`config.mk`:
```
export PLATFORM = sky130hd
export DESIGN_NAME = led_jitter_blend_core_flat
export DESIGN_NICKNAME = d
export VERILOG_FILES = /design/src/rtl/core/ljb_pkg.sv /design/src/rtl/core/ljb_if.sv /design/src/rtl/core/ljb_front.sv /design/src/rtl/core/ljb_queue.sv /design/src/rtl/core/ljb_back.sv /design/src/rtl/core/led_jitter_blend_core.sv /design/src/flat_wrapper.sv
export SDC_FILE = /design/constraint.sdc
export NUM_CORES = 2
export LEC_CHECK = 0
export BUFFER_PORTS_ARGS = -buffer_cell sky130_fd_sc_hd__buf_2
export CAP_MARGIN = 5
export CORE_AREA = 2 2 367 296
export CTS_CLUSTER_DIAMETER = 50
export DETAILED_ROUTE_END_ITERATION = 12
export DIE_AREA = 0 0 369 298
export GPL_TIMING_DRIVEN = 0
export HOLD_SLACK_MARGIN = 0.08
export PLACE_DENSITY = 0.72
export SLEW_MARGIN = 20
export SYNTH_ARGS = -nofsm -noshare
export SYNTH_HDL_FRONTEND = slang
export SYNTH_HIERARCHICAL = 1
export SYNTH_SLANG_ARGS = --single-unit
```
`constraint.sdc`:
```
create_clock -name clk -period 7.9 [get_ports clk]
set_input_delay 1.58 -clock clk [delete_from_list [all_inputs] [get_ports clk]]
set_output_delay 1.58 -clock clk [all_outputs]
set_load 0.05 [all_outputs]
```
`src/rtl/core/ljb_pkg.sv`:
```
// Shared constants, types and arithmetic helpers for the jitter blend core.
// No dependencies; all other source files but the assertion header refer to it by scoped names.
package ljb_pkg;

    // field widths
    localparam int IDX_W   = 8;
    localparam int RAND_W  = 7;
    localparam int COLOR_W = 8;
    localparam int CT_W    = 9;
    localparam int LEVEL_W = 7;

    // per-slot state
    localparam int SLOT_COUNT = 32;
    localparam int SLOT_W     = (SLOT_COUNT > 1) ? $clog2(SLOT_COUNT) : 1;
    localparam int IDX_RANGE  = 1 << IDX_W;

    localparam logic [CT_W-1:0]    CT_RESET  = CT_W'(50);
    localparam logic [LEVEL_W-1:0] LEVEL_MAX = LEVEL_W'(100);
    localparam logic [RAND_W-1:0]  RAND_MOD  = RAND_W'(100);

    // r * cycle_time < 100 * 512
    localparam int PROD_W  = 16;
    // floor(x / 100) for any 16-bit x: x * 83887 >> 23 is exact below 91180
    localparam int DIVQ_W        = 10;
    localparam int DIV_MUL_W     = 17;
    localparam int DIV100_SHIFT  = 23;
    localparam logic [DIV_MUL_W-1:0] DIV100_MUL = DIV_MUL_W'(83887);
    // (c - c/2) * level < 129 * 101
    localparam int BPROD_W = 14;

    // front register + queue + back work item + output register
    localparam int QUEUE_DEPTH   = 2;
    localparam int QPTR_W        = (QUEUE_DEPTH > 1) ? $clog2(QUEUE_DEPTH) : 1;
    localparam int QCNT_W        = $clog2(QUEUE_DEPTH + 1);
    localparam int PIPE_CAPACITY = QUEUE_DEPTH + 3;
    localparam int PEND_W        = $clog2(PIPE_CAPACITY + 1);

    typedef logic [SLOT_W-1:0]  slot_t;
    typedef logic [LEVEL_W-1:0] level_t;
    typedef logic [COLOR_W-1:0] color_t;

    typedef struct packed {
        logic   falling;
        level_t level;
    } slot_state_t;

    typedef struct packed {
        slot_t             slot;
        logic [PROD_W-1:0] prod;
        color_t            red;
        color_t            green;
        color_t            blue;
    } q_entry_t;

    typedef slot_t slot_lut_t [IDX_RANGE];

    // led_index -> slot, built at elaboration
    function automatic slot_lut_t build_slot_lut();
        slot_lut_t lut;
        for (int i = 0; i < IDX_RANGE; i++)
        begin
            lut[i] = slot_t'(i % SLOT_COUNT);
        end
        return lut;
    endfunction

    localparam slot_lut_t SLOT_LUT = build_slot_lut();

    // random draws 100..127 fold back once
    function automatic logic [RAND_W-1:0] mod100(input logic [RAND_W-1:0] r);
        return (r >= RAND_MOD) ? RAND_W'(r - RAND_MOD) : r;
    endfunction

    // exact floor(x / 100) by reciprocal multiply
    function automatic logic [DIVQ_W-1:0] div100(input logic [PROD_W-1:0] x);
        logic [PROD_W+DIV_MUL_W-1:0] p;
        p = {{DIV_MUL_W{1'b0}}, x} * {{PROD_W{1'b0}}, DIV100_MUL};
        return p[DIV100_SHIFT +: DIVQ_W];
    endfunction

endpackage

```
`src/rtl/core/ljb_if.sv`:
```
// Valid/ready channel interfaces for the jitter blend core.
// Depends on ljb_pkg for field widths.
interface ljb_in_if;
    logic                         valid;
    logic                         ready;
    logic [ljb_pkg::IDX_W-1:0]    led_index;
    logic [ljb_pkg::RAND_W-1:0]   random_value;
    logic [ljb_pkg::COLOR_W-1:0]  red_in;
    logic [ljb_pkg::COLOR_W-1:0]  green_in;
    logic [ljb_pkg::COLOR_W-1:0]  blue_in;

    modport source (output valid, led_index, random_value, red_in, green_in, blue_in,
                    input ready);
    modport sink   (input valid, led_index, random_value, red_in, green_in, blue_in,
                    output ready);
endinterface

interface ljb_out_if;
    logic                         valid;
    logic                         ready;
    logic [ljb_pkg::COLOR_W-1:0]  red_out;
    logic [ljb_pkg::COLOR_W-1:0]  green_out;
    logic [ljb_pkg::COLOR_W-1:0]  blue_out;

    modport source (output valid, red_out, green_out, blue_out, input ready);
    modport sink   (input valid, red_out, green_out, blue_out, output ready);
endinterface

```
`src/rtl/core/ljb_front.sv`:
```
// Front end: accepts items, maps slot, folds the draw and forms draw * cycle_time.
// Depends on ljb_pkg and ljb_in_if; holds the cycle_time register.
module ljb_front
(
    input  logic                        clk,
    input  logic                        rst_n,
    input  logic                        cfg_wr_en,
    input  logic [ljb_pkg::CT_W-1:0]    cfg_wr_data,
    ljb_in_if.sink                      request,
    output logic                        push_valid,
    output ljb_pkg::q_entry_t           push_data,
    input  logic                        push_ready
);

    logic [ljb_pkg::CT_W-1:0]   ct_reg;
    logic                       fv_reg;
    logic                       fv_next;
    ljb_pkg::q_entry_t          fe_reg;
    logic                       in_fire;
    logic [ljb_pkg::RAND_W-1:0] r_mod;

    assign request.ready = !fv_reg || push_ready;
    assign in_fire       = request.valid && request.ready;
    assign r_mod         = ljb_pkg::mod100(request.random_value);

    assign push_valid = fv_reg;
    assign push_data  = fe_reg;

    always_comb
    begin
        fv_next = fv_reg;
        if (in_fire)
        begin
            fv_next = 1'b1;
        end
        else if (push_ready)
        begin
            fv_next = 1'b0;
        end
    end

    always_ff @(posedge clk or negedge rst_n)
    begin
        if (!rst_n)
        begin
            ct_reg <= ljb_pkg::CT_RESET;
            fv_reg <= 1'b0;
        end
        else
        begin
            if (cfg_wr_en)
            begin
                ct_reg <= cfg_wr_data;
            end
            fv_reg <= fv_next;
        end
    end

    always_ff @(posedge clk)
    begin
        if (in_fire)
        begin
            fe_reg.slot  <= ljb_pkg::SLOT_LUT[request.led_index];
            fe_reg.prod  <= ljb_pkg::PROD_W'(
                                {{(ljb_pkg::PROD_W-ljb_pkg::RAND_W){1'b0}}, r_mod}
                              * {{(ljb_pkg::PROD_W-ljb_pkg::CT_W){1'b0}}, ct_reg});
            fe_reg.red   <= request.red_in;
            fe_reg.green <= request.green_in;
            fe_reg.blue  <= request.blue_in;
        end
    end

endmodule

```
`src/rtl/core/ljb_queue.sv`:
```
// Small FIFO that decouples the front end from the back end.
// Depends on ljb_pkg for the entry type and depth.
module ljb_queue
(
    input  logic                clk,
    input  logic                rst_n,
    input  logic                push_valid,
    input  ljb_pkg::q_entry_t   push_data,
    output logic                push_ready,
    output logic                pop_valid,
    output ljb_pkg::q_entry_t   pop_data,
    input  logic                pop_ready
);

    ljb_pkg::q_entry_t              q_mem [ljb_pkg::QUEUE_DEPTH];
    logic [ljb_pkg::QPTR_W-1:0]     wr_ptr_reg;
    logic [ljb_pkg::QPTR_W-1:0]     rd_ptr_reg;
    logic [ljb_pkg::QCNT_W-1:0]     cnt_reg;
    logic                           push_fire;
    logic                           pop_fire;

    assign push_ready = (cnt_reg != ljb_pkg::QCNT_W'(ljb_pkg::QUEUE_DEPTH));
    assign pop_valid  = (cnt_reg != '0);
    assign pop_data   = q_mem[rd_ptr_reg];
    assign push_fire  = push_valid && push_ready;
    assign pop_fire   = pop_valid && pop_ready;

    function automatic logic [ljb_pkg::QPTR_W-1:0] ptr_inc(
        input logic [ljb_pkg::QPTR_W-1:0] p);
        return (p == ljb_pkg::QPTR_W'(ljb_pkg::QUEUE_DEPTH - 1)) ? '0
                                                                   : ljb_pkg::QPTR_W'(p + 1'b1);
    endfunction

    always_ff @(posedge clk or negedge rst_n)
    begin
        if (!rst_n)
        begin
            wr_ptr_reg <= '0;
            rd_ptr_reg <= '0;
            cnt_reg    <= '0;
        end
        else
        begin
            if (push_fire)
            begin
                wr_ptr_reg <= ptr_inc(wr_ptr_reg);
            end
            if (pop_fire)
            begin
                rd_ptr_reg <= ptr_inc(rd_ptr_reg);
            end
            case ({push_fire, pop_fire})
                2'b10:   cnt_reg <= ljb_pkg::QCNT_W'(cnt_reg + 1'b1);
                2'b01:   cnt_reg <= ljb_pkg::QCNT_W'(cnt_reg - 1'b1);
                default: cnt_reg <= cnt_reg;
            endcase
        end
    end

    always_ff @(posedge clk)
    begin
        if (push_fire)
        begin
            q_mem[wr_ptr_reg] <= push_data;
        end
    end

endmodule

```
`src/rtl/core/ljb_back.sv`:
```
// Back end: step scaling, per-slot level read-modify-write, color blend, output register.
// Depends on ljb_pkg and ljb_out_if; owns the slot state memory.
module ljb_back
(
    input  logic                clk,
    input  logic                rst_n,
    input  logic                pop_valid,
    input  ljb_pkg::q_entry_t   pop_data,
    output logic                pop_ready,
    ljb_out_if.source           result
);

    typedef enum logic [4:0] {
        ST_IDLE = 5'b00001,
        ST_STEP = 5'b00010,
        ST_UPD  = 5'b00100,
        ST_MUL  = 5'b01000,
        ST_DIV  = 5'b10000
    } back_state_t;

    back_state_t                    state_reg;
    back_state_t                    state_next;
    ljb_pkg::q_entry_t              work_reg;
    ljb_pkg::slot_state_t           slot_mem [ljb_pkg::SLOT_COUNT];
    logic [ljb_pkg::SLOT_COUNT-1:0] valid_reg;
    ljb_pkg::slot_state_t           rd_data_reg;
    logic                           rd_valid_reg;
    logic [ljb_pkg::DIVQ_W-1:0]     step_reg;
    ljb_pkg::level_t                level_reg;
    logic [ljb_pkg::BPROD_W-1:0]    prod_r_reg;
    logic [ljb_pkg::BPROD_W-1:0]    prod_g_reg;
    logic [ljb_pkg::BPROD_W-1:0]    prod_b_reg;
    ljb_pkg::color_t                red_reg;
    ljb_pkg::color_t                green_reg;
    ljb_pkg::color_t                blue_reg;
    logic                           out_valid_reg;

    logic                           out_load;
    logic                           pop_fire;
    logic                           wr_en;
    ljb_pkg::slot_state_t           cur;
    ljb_pkg::slot_state_t           upd;
    logic [ljb_pkg::DIVQ_W-1:0]     lvl_w;
    logic [ljb_pkg::DIVQ_W-1:0]     sum_w;

    assign out_load  = !out_valid_reg || result.ready;
    assign pop_ready = (state_reg == ST_IDLE) || ((state_reg == ST_DIV) && out_load);
    assign pop_fire  = pop_valid && pop_ready;
    assign wr_en     = (state_reg == ST_UPD);

    assign result.valid     = out_valid_reg;
    assign result.red_out   = red_reg;
    assign result.green_out = green_reg;
    assign result.blue_out  = blue_reg;

    // unwritten slots read as level 0, rising
    assign cur   = rd_valid_reg ? rd_data_reg : '0;
    assign lvl_w = {{(ljb_pkg::DIVQ_W-ljb_pkg::LEVEL_W){1'b0}}, cur.level};
    assign sum_w = ljb_pkg::DIVQ_W'(lvl_w + step_reg);

    always_comb
    begin
        upd = cur;
        if (!cur.falling)
        begin
            if (sum_w > {{(ljb_pkg::DIVQ_W-ljb_pkg::LEVEL_W){1'b0}}, ljb_pkg::LEVEL_MAX})
            begin
                upd.level   = ljb_pkg::LEVEL_MAX;
                upd.falling = 1'b1;
            end
            else
            begin
                upd.level = sum_w[ljb_pkg::LEVEL_W-1:0];
            end
        end
        else
        begin
            if (step_reg > lvl_w)
            begin
                upd.level   = '0;
                upd.falling = 1'b0;
            end
            else
            begin
                upd.level = ljb_pkg::LEVEL_W'(lvl_w - step_reg);
            end
        end
    end

    always_comb
    begin
        state_next = state_reg;
        unique case (state_reg)
            ST_IDLE: if (pop_valid) state_next = ST_STEP;
            ST_STEP: state_next = ST_UPD;
            ST_UPD:  state_next = ST_MUL;
            ST_MUL:  state_next = ST_DIV;
            ST_DIV:
            begin
                if (out_load)
                begin
                    state_next = pop_valid ? ST_STEP : ST_IDLE;
                end
            end
            default: state_next = ST_IDLE;
        endcase
    end

    // (c - floor(c/2)) * level
    function automatic logic [ljb_pkg::BPROD_W-1:0] blend_mul(input ljb_pkg::color_t c,
                                                             input ljb_pkg::level_t lv);
        ljb_pkg::color_t d;
        d = ljb_pkg::COLOR_W'(c - (c >> 1));
        return ljb_pkg::BPROD_W'(
                   {{(ljb_pkg::BPROD_W-ljb_pkg::COLOR_W){1'b0}}, d}
                 * {{(ljb_pkg::BPROD_W-ljb_pkg::LEVEL_W){1'b0}}, lv});
    endfunction

    // floor(c/2) + floor(p/100)
    function automatic ljb_pkg::color_t blend_fin(input ljb_pkg::color_t c,
                                                  input logic [ljb_pkg::BPROD_W-1:0] p);
        logic [ljb_pkg::DIVQ_W-1:0] q;
        q = ljb_pkg::div100({{(ljb_pkg::PROD_W-ljb_pkg::BPROD_W){1'b0}}, p});
        return ljb_pkg::COLOR_W'((c >> 1) + q[ljb_pkg::COLOR_W-1:0]);
    endfunction

    always_ff @(posedge clk or negedge rst_n)
    begin
        if (!rst_n)
        begin
            state_reg     <= ST_IDLE;
            valid_reg     <= '0;
            rd_valid_reg  <= 1'b0;
            out_valid_reg <= 1'b0;
        end
        else
        begin
            state_reg <= state_next;
            if (pop_fire)
            begin
                rd_valid_reg <= valid_reg[pop_data.slot];
            end
            if (wr_en)
            begin
                valid_reg[work_reg.slot] <= 1'b1;
            end
            if ((state_reg == ST_DIV) && out_load)
            begin
                out_valid_reg <= 1'b1;
            end
            else if (result.ready)
            begin
                out_valid_reg <= 1'b0;
            end
        end
    end

    // slot state memory: one read at pop, one write in the update cycle
    always_ff @(posedge clk)
    begin
        if (pop_fire)
        begin
            rd_data_reg <= slot_mem[pop_data.slot];
        end
        if (wr_en)
        begin
            slot_mem[work_reg.slot] <= upd;
        end
    end

    always_ff @(posedge clk)
    begin
        if (pop_fire)
        begin
            work_reg <= pop_data;
        end
        if (state_reg == ST_STEP)
        begin
            step_reg <= ljb_pkg::div100(work_reg.prod);
        end
        if (state_reg == ST_UPD)
        begin
            level_reg <= upd.level;
        end
        if (state_reg == ST_MUL)
        begin
            prod_r_reg <= blend_mul(work_reg.red, level_reg);
            prod_g_reg <= blend_mul(work_reg.green, level_reg);
            prod_b_reg <= blend_mul(work_reg.blue, level_reg);
        end
        if ((state_reg == ST_DIV) && out_load)
        begin
            red_reg   <= blend_fin(work_reg.red, prod_r_reg);
            green_reg <= blend_fin(work_reg.green, prod_g_reg);
            blue_reg  <= blend_fin(work_reg.blue, prod_b_reg);
        end
    end

endmodule

```
`src/rtl/core/led_jitter_blend_core.sv`:
```
// Top level of the per-LED jitter blend core.
// Depends on ljb_pkg, ljb_if, ljb_front, ljb_queue and ljb_back.
//
//  channel   | dir | handshake     | payload
//  ----------+-----+---------------+------------------------------------------
//  request   | in  | valid/ready   | led_index, random_value, red/green/blue_in
//  result    | out | valid/ready   | red_out, green_out, blue_out
//  cfg       | in  | cfg_wr_en     | cfg_wr_data = cycle_time (9 bits)
//
// Steps: the back end takes each item through its steps (step divide, slot update,
//   blend multiply, blend divide) and takes the next item only in its last step or when idle.
//   Accepted items pass the front register, queue, these steps and output register.
// Reset: asynchronous, clears cycle_time to 50, all pipeline valids and the
//   per-slot valid bits; no clearing pass is needed.
// Stalls: a stalled result holds the back end in its final step; the queue
//   and front register keep taking items until 5 are in flight.
module led_jitter_blend_core
(
    input  logic                        clk,
    input  logic                        rst_n,
    input  logic                        cfg_wr_en,
    input  logic [ljb_pkg::CT_W-1:0]    cfg_wr_data,
    ljb_in_if.sink                      request,
    ljb_out_if.source                   result
);

    // front -> queue
    logic               f_push_valid;
    ljb_pkg::q_entry_t  f_push_data;
    logic               f_push_ready;

    // queue -> back
    logic               q_pop_valid;
    ljb_pkg::q_entry_t  q_pop_data;
    logic               q_pop_ready;

    // slot lookup, draw fold and draw * cycle_time
    ljb_front u_front
    (
        .clk         (clk),
        .rst_n       (rst_n),
        .cfg_wr_en   (cfg_wr_en),
        .cfg_wr_data (cfg_wr_data),
        .request     (request),
        .push_valid  (f_push_valid),
        .push_data   (f_push_data),
        .push_ready  (f_push_ready)
    );

    // two-entry decoupling queue
    ljb_queue u_queue
    (
        .clk        (clk),
        .rst_n      (rst_n),
        .push_valid (f_push_valid),
        .push_data  (f_push_data),
        .push_ready (f_push_ready),
        .pop_valid  (q_pop_valid),
        .pop_data   (q_pop_data),
        .pop_ready  (q_pop_ready)
    );

    // slot state read-modify-write and color blend; one item at a time,
    // so the next read always sees the previous write
    ljb_back u_back
    (
        .clk       (clk),
        .rst_n     (rst_n),
        .pop_valid (q_pop_valid),
        .pop_data  (q_pop_data),
        .pop_ready (q_pop_ready),
        .result    (result)
    );

endmodule

```
`src/flat_wrapper.sv`:
```
// flat-port wrapper written by rule: the top's interface ports become plain ports
module led_jitter_blend_core_flat 
  (clk, rst_n, cfg_wr_en, cfg_wr_data, request_valid, request_led_index, request_random_value, request_red_in, request_green_in, request_blue_in, request_ready, result_valid, result_red_out, result_green_out, result_blue_out, result_ready);
  ljb_in_if request_i ();
  ljb_out_if result_i ();
  input  logic clk;
  input  logic rst_n;
  input  logic cfg_wr_en;
  input  logic [ljb_pkg::CT_W-1:0] cfg_wr_data;
  input wire logic [$bits(request_i.valid)-1:0] request_valid;
  input wire logic [$bits(request_i.led_index)-1:0] request_led_index;
  input wire logic [$bits(request_i.random_value)-1:0] request_random_value;
  input wire logic [$bits(request_i.red_in)-1:0] request_red_in;
  input wire logic [$bits(request_i.green_in)-1:0] request_green_in;
  input wire logic [$bits(request_i.blue_in)-1:0] request_blue_in;
  output wire logic [$bits(request_i.ready)-1:0] request_ready;
  output wire logic [$bits(result_i.valid)-1:0] result_valid;
  output wire logic [$bits(result_i.red_out)-1:0] result_red_out;
  output wire logic [$bits(result_i.green_out)-1:0] result_green_out;
  output wire logic [$bits(result_i.blue_out)-1:0] result_blue_out;
  input wire logic [$bits(result_i.ready)-1:0] result_ready;
  assign request_i.valid = request_valid;
  assign request_i.led_index = request_led_index;
  assign request_i.random_value = request_random_value;
  assign request_i.red_in = request_red_in;
  assign request_i.green_in = request_green_in;
  assign request_i.blue_in = request_blue_in;
  assign request_ready = request_i.ready;
  assign result_valid = result_i.valid;
  assign result_red_out = result_i.red_out;
  assign result_green_out = result_i.green_out;
  assign result_blue_out = result_i.blue_out;
  assign result_i.ready = result_ready;
  led_jitter_blend_core u_core (.clk(clk), .rst_n(rst_n), .cfg_wr_en(cfg_wr_en), .cfg_wr_data(cfg_wr_data), .request(request_i), .result(result_i));
endmodule
```
==> qor.yml <==
floorplan:
  dieHeight_um: 298
  initial_core_util: 0.449
  die_area_um2: 110000
  die_w_um: 369
  core-area_um2: 106000
  num_rows: 107
  pin_count: 79
sta:
  fin_crit_ns: 7.43
  fin_setup_tns_ns: 0
  skew_ns: 0.0793
  worst_slew_pin_slew_ns: 1.06
  period_share: 0.941
  slew_viol_final: 0
  fmax_mhz: 135
  rsz0062_at_grt: "no"
  setup_viol: 0
  hold_viol_final: 0
  slew_headroom: 0.293
synthesis:
  synth_compound_area_frac: 0.0437
  yosysWarnings: 6
  synth_fa_ha_area_frac: 0.378
  synth-simple-area-share: 0.0699
  synthMuxAreaShare: 0.0581
  synth-seq-cells: 580
  synth-seq-area-share: 0.360
  syn_avg_cell_area_um2: 12.5
  syn_area_um2: 47600
  synth_edf_count: 527
  synth_top_family_by_area: "adder cells"
  synth_area_leaders: "edfxtp_1 33%, fa_1 20%, ha_1 18%"
  synth_cell_types: 84
  synthArstFlopShare: 0.0914
  synth_top_area_frac: 0.332
  synth_top_area_cell: "edfxtp_1"
  synth-xor-area-share: 0.0237
  synth_nets: 5013
  synthCells: 3804
  synth_flop_cell: "edfxtp_1"
final_layout:
  top_regs: "u_core/u_back/slot_mem: 256 flops, u_core/u_queue/q_mem: 90 flops"
  syn_to_final_growth_pct: 9.63
  fillers: 9143
  largest_reg_flops: 256
  final_common_cell: "inv_1"
  nets: 5168
  drive_gt1_frac: 0.110
  final_cell_mix: "771 x inv_1, 684 x ha_1, 527 x edfxtp_1, 472 x fa_1, 182 x nand2_1"
  largest-register: "u_core/u_back/slot_mem"
  antennaDiodeCount: 0
global_route:
  grt_pass1_vias: 29000
  antenna_found_initial: 2
  track_usage: 0.179
  grt_max_degree: 44
  gr-total-overflow: 0
  grt_pass1_wl_um: 156000
setup_path:
  cpMaxStageDelayCell: "fa_1"
  critical_path_class: "reg -> reg"
  cp_slowest_stage_delay_ns: 0.68
  required_ns: 8.26
  critPathArrivalTime_ns: 7.79
  critPathMaxFanout: 5
  critPathMostFrequentCell: "fa_1"
  cp-end-kind: "flop"
  start_kind: "flop"
placement:
  port_buffers: 72
  gp_congestion: 0.904
  dp_hpwl_um: 77500
cts:
  cts_setup_buffers: 0
  cts_buffer_depth: 3
  clock-root-buffer: "clkbuf_16"
  clock_latency_ns: 0.69
  cts_hold_buf: 0
  cts_tree: "built"
  cts_resized: 0
  h-tree-depth: 2
  cts_num_sinks: 580
  clkSlewWorstSetupHoldPaths_ns: 0.06
  cts_made_buffers: 58
routing:
  vias_per_cell: 5.15
  avgRoutedWirePerCell_um: 17.8
  firstDrtPassIters: 5
  route.final.wire_length_um: 96600
  post-route-drc-count: 0
  dr_total_vias: 28000
  drt.antenna.violating_nets: 0
  drt_iter0_drc: 1746
min_path:
  hold_path_class: "reg -> reg"
job:
  cap_violations: 0
outcome:
  status: "complete, no violations"
## cells by family (layout without fill, tap and decap cells)
logic type / after synthesis / in the layout
buffers and inverters: 821 / 1025
multiplexers: 156 / 156
AND/OR/NAND/NOR: 638 / 638
flip-flops: 580 / 580
AO/OA/AOI/OAI: 326 / 326
XOR/XNOR: 127 / 127
adder cells (fa/ha/maj): 1156 / 1156
## metal layers
layer | up-vias | share of wire | GRT usage
met5 | - | 0 | 0
met4 | 0 | 0.016 | 0.0323
met3 | 105 | 0.076 | 0.0428
met2 | 701 | 0.45 | 0.280
met1 | 14000 | 0.45 | 0.257
li1 | 13200 | - | -
## worst max-delay path, delay by kind of cell (launching register included)
kind            cells  cell delay, ns
buf+inv             4            0.26
fa+ha+maj           8            3.82
xor+xnor            3            0.53
simple gates        3            0.49
compound gates      7            1.54
flops               1            0.51
## stage by stage
step | std cells | area, µm² | setup slack (ns) | utilization | hold WS [ns]
after floorplan | 3804 | 47600 | 1.26 | - | 0.421
after global placement | 5293 | 49700 | 0.522 | 0.469 | 0.422
after detailed placement | 5316 | 50200 | 0.445 | 0.473 | 0.429
after CTS | 5425 | 52200 | 0.360 | 0.492 | 0.445
after global routing | 5425 | 52200 | 0.0662 | 0.492 | 0.459
final | 5425 | 52200 | 0.467 | 0.492 | 0.444
## final cells by class
type,count,area (µm²),area share
tap,1417,1770,0.0340
timing repair buffer,95,704,0.0135
buffer,49,235,0.00451
clock buffer,65,1500,0.0287
sequential,580,17200,0.329
clock inverter,44,524,0.0100
inverter,772,2900,0.0555
multi-input combinational,2403,27400,0.525
## final timing paths
check	slack, ns	endpoint	from	cells after the start
setup / recovery	0.47	u_core/u_back/result.red_out[7]	u_core/u_back/prod_r_reg[11]	25
hold / removal	0.44	u_core/u_queue/q_mem[1][33]	u_core/u_front/push_data[33]	0
setup reg to reg	0.47	u_core/u_back/result.red_out[7]	u_core/u_back/prod_r_reg[11]	25
hold reg to reg	0.44	u_core/u_queue/q_mem[1][33]	u_core/u_front/push_data[33]	0
max in group asynchronous	6.52	u_core/u_back/state_reg[0]	rst_n	2
min in group asynchronous	0.74	u_core/u_back/valid_reg[14]	rst_n	1
## synth_stat cells (all sizes together) (4+ instances only)
library cell and number:
and3 17, a21boi 4, xor2 37, a21o 38, nor4 8, o21bai 19, dfstp 4, and4 5
or3b 4, nor3 27, mux2i 4, mux4 90, nor2 111, clkbuf 32, a2111oi 7, nor2b 46
a21oi 131, nand3b 8, o21a 5, or3 12, nor3b 4, mux2 62, a211oi 6, inv 772
nand4 16, ha 684, o21ai 56, and2 96, or2 41, dfrtp 49, a31oi 6, buf 17
edfxtp 527, xnor2 90, nand3 24, a41oi 4, o211ai 21, nand2b 24, fa 472, nand2 182
Power is not shown: default switching activity piles up to over one toggle a cycle in this logic, so the estimate is an artifact.
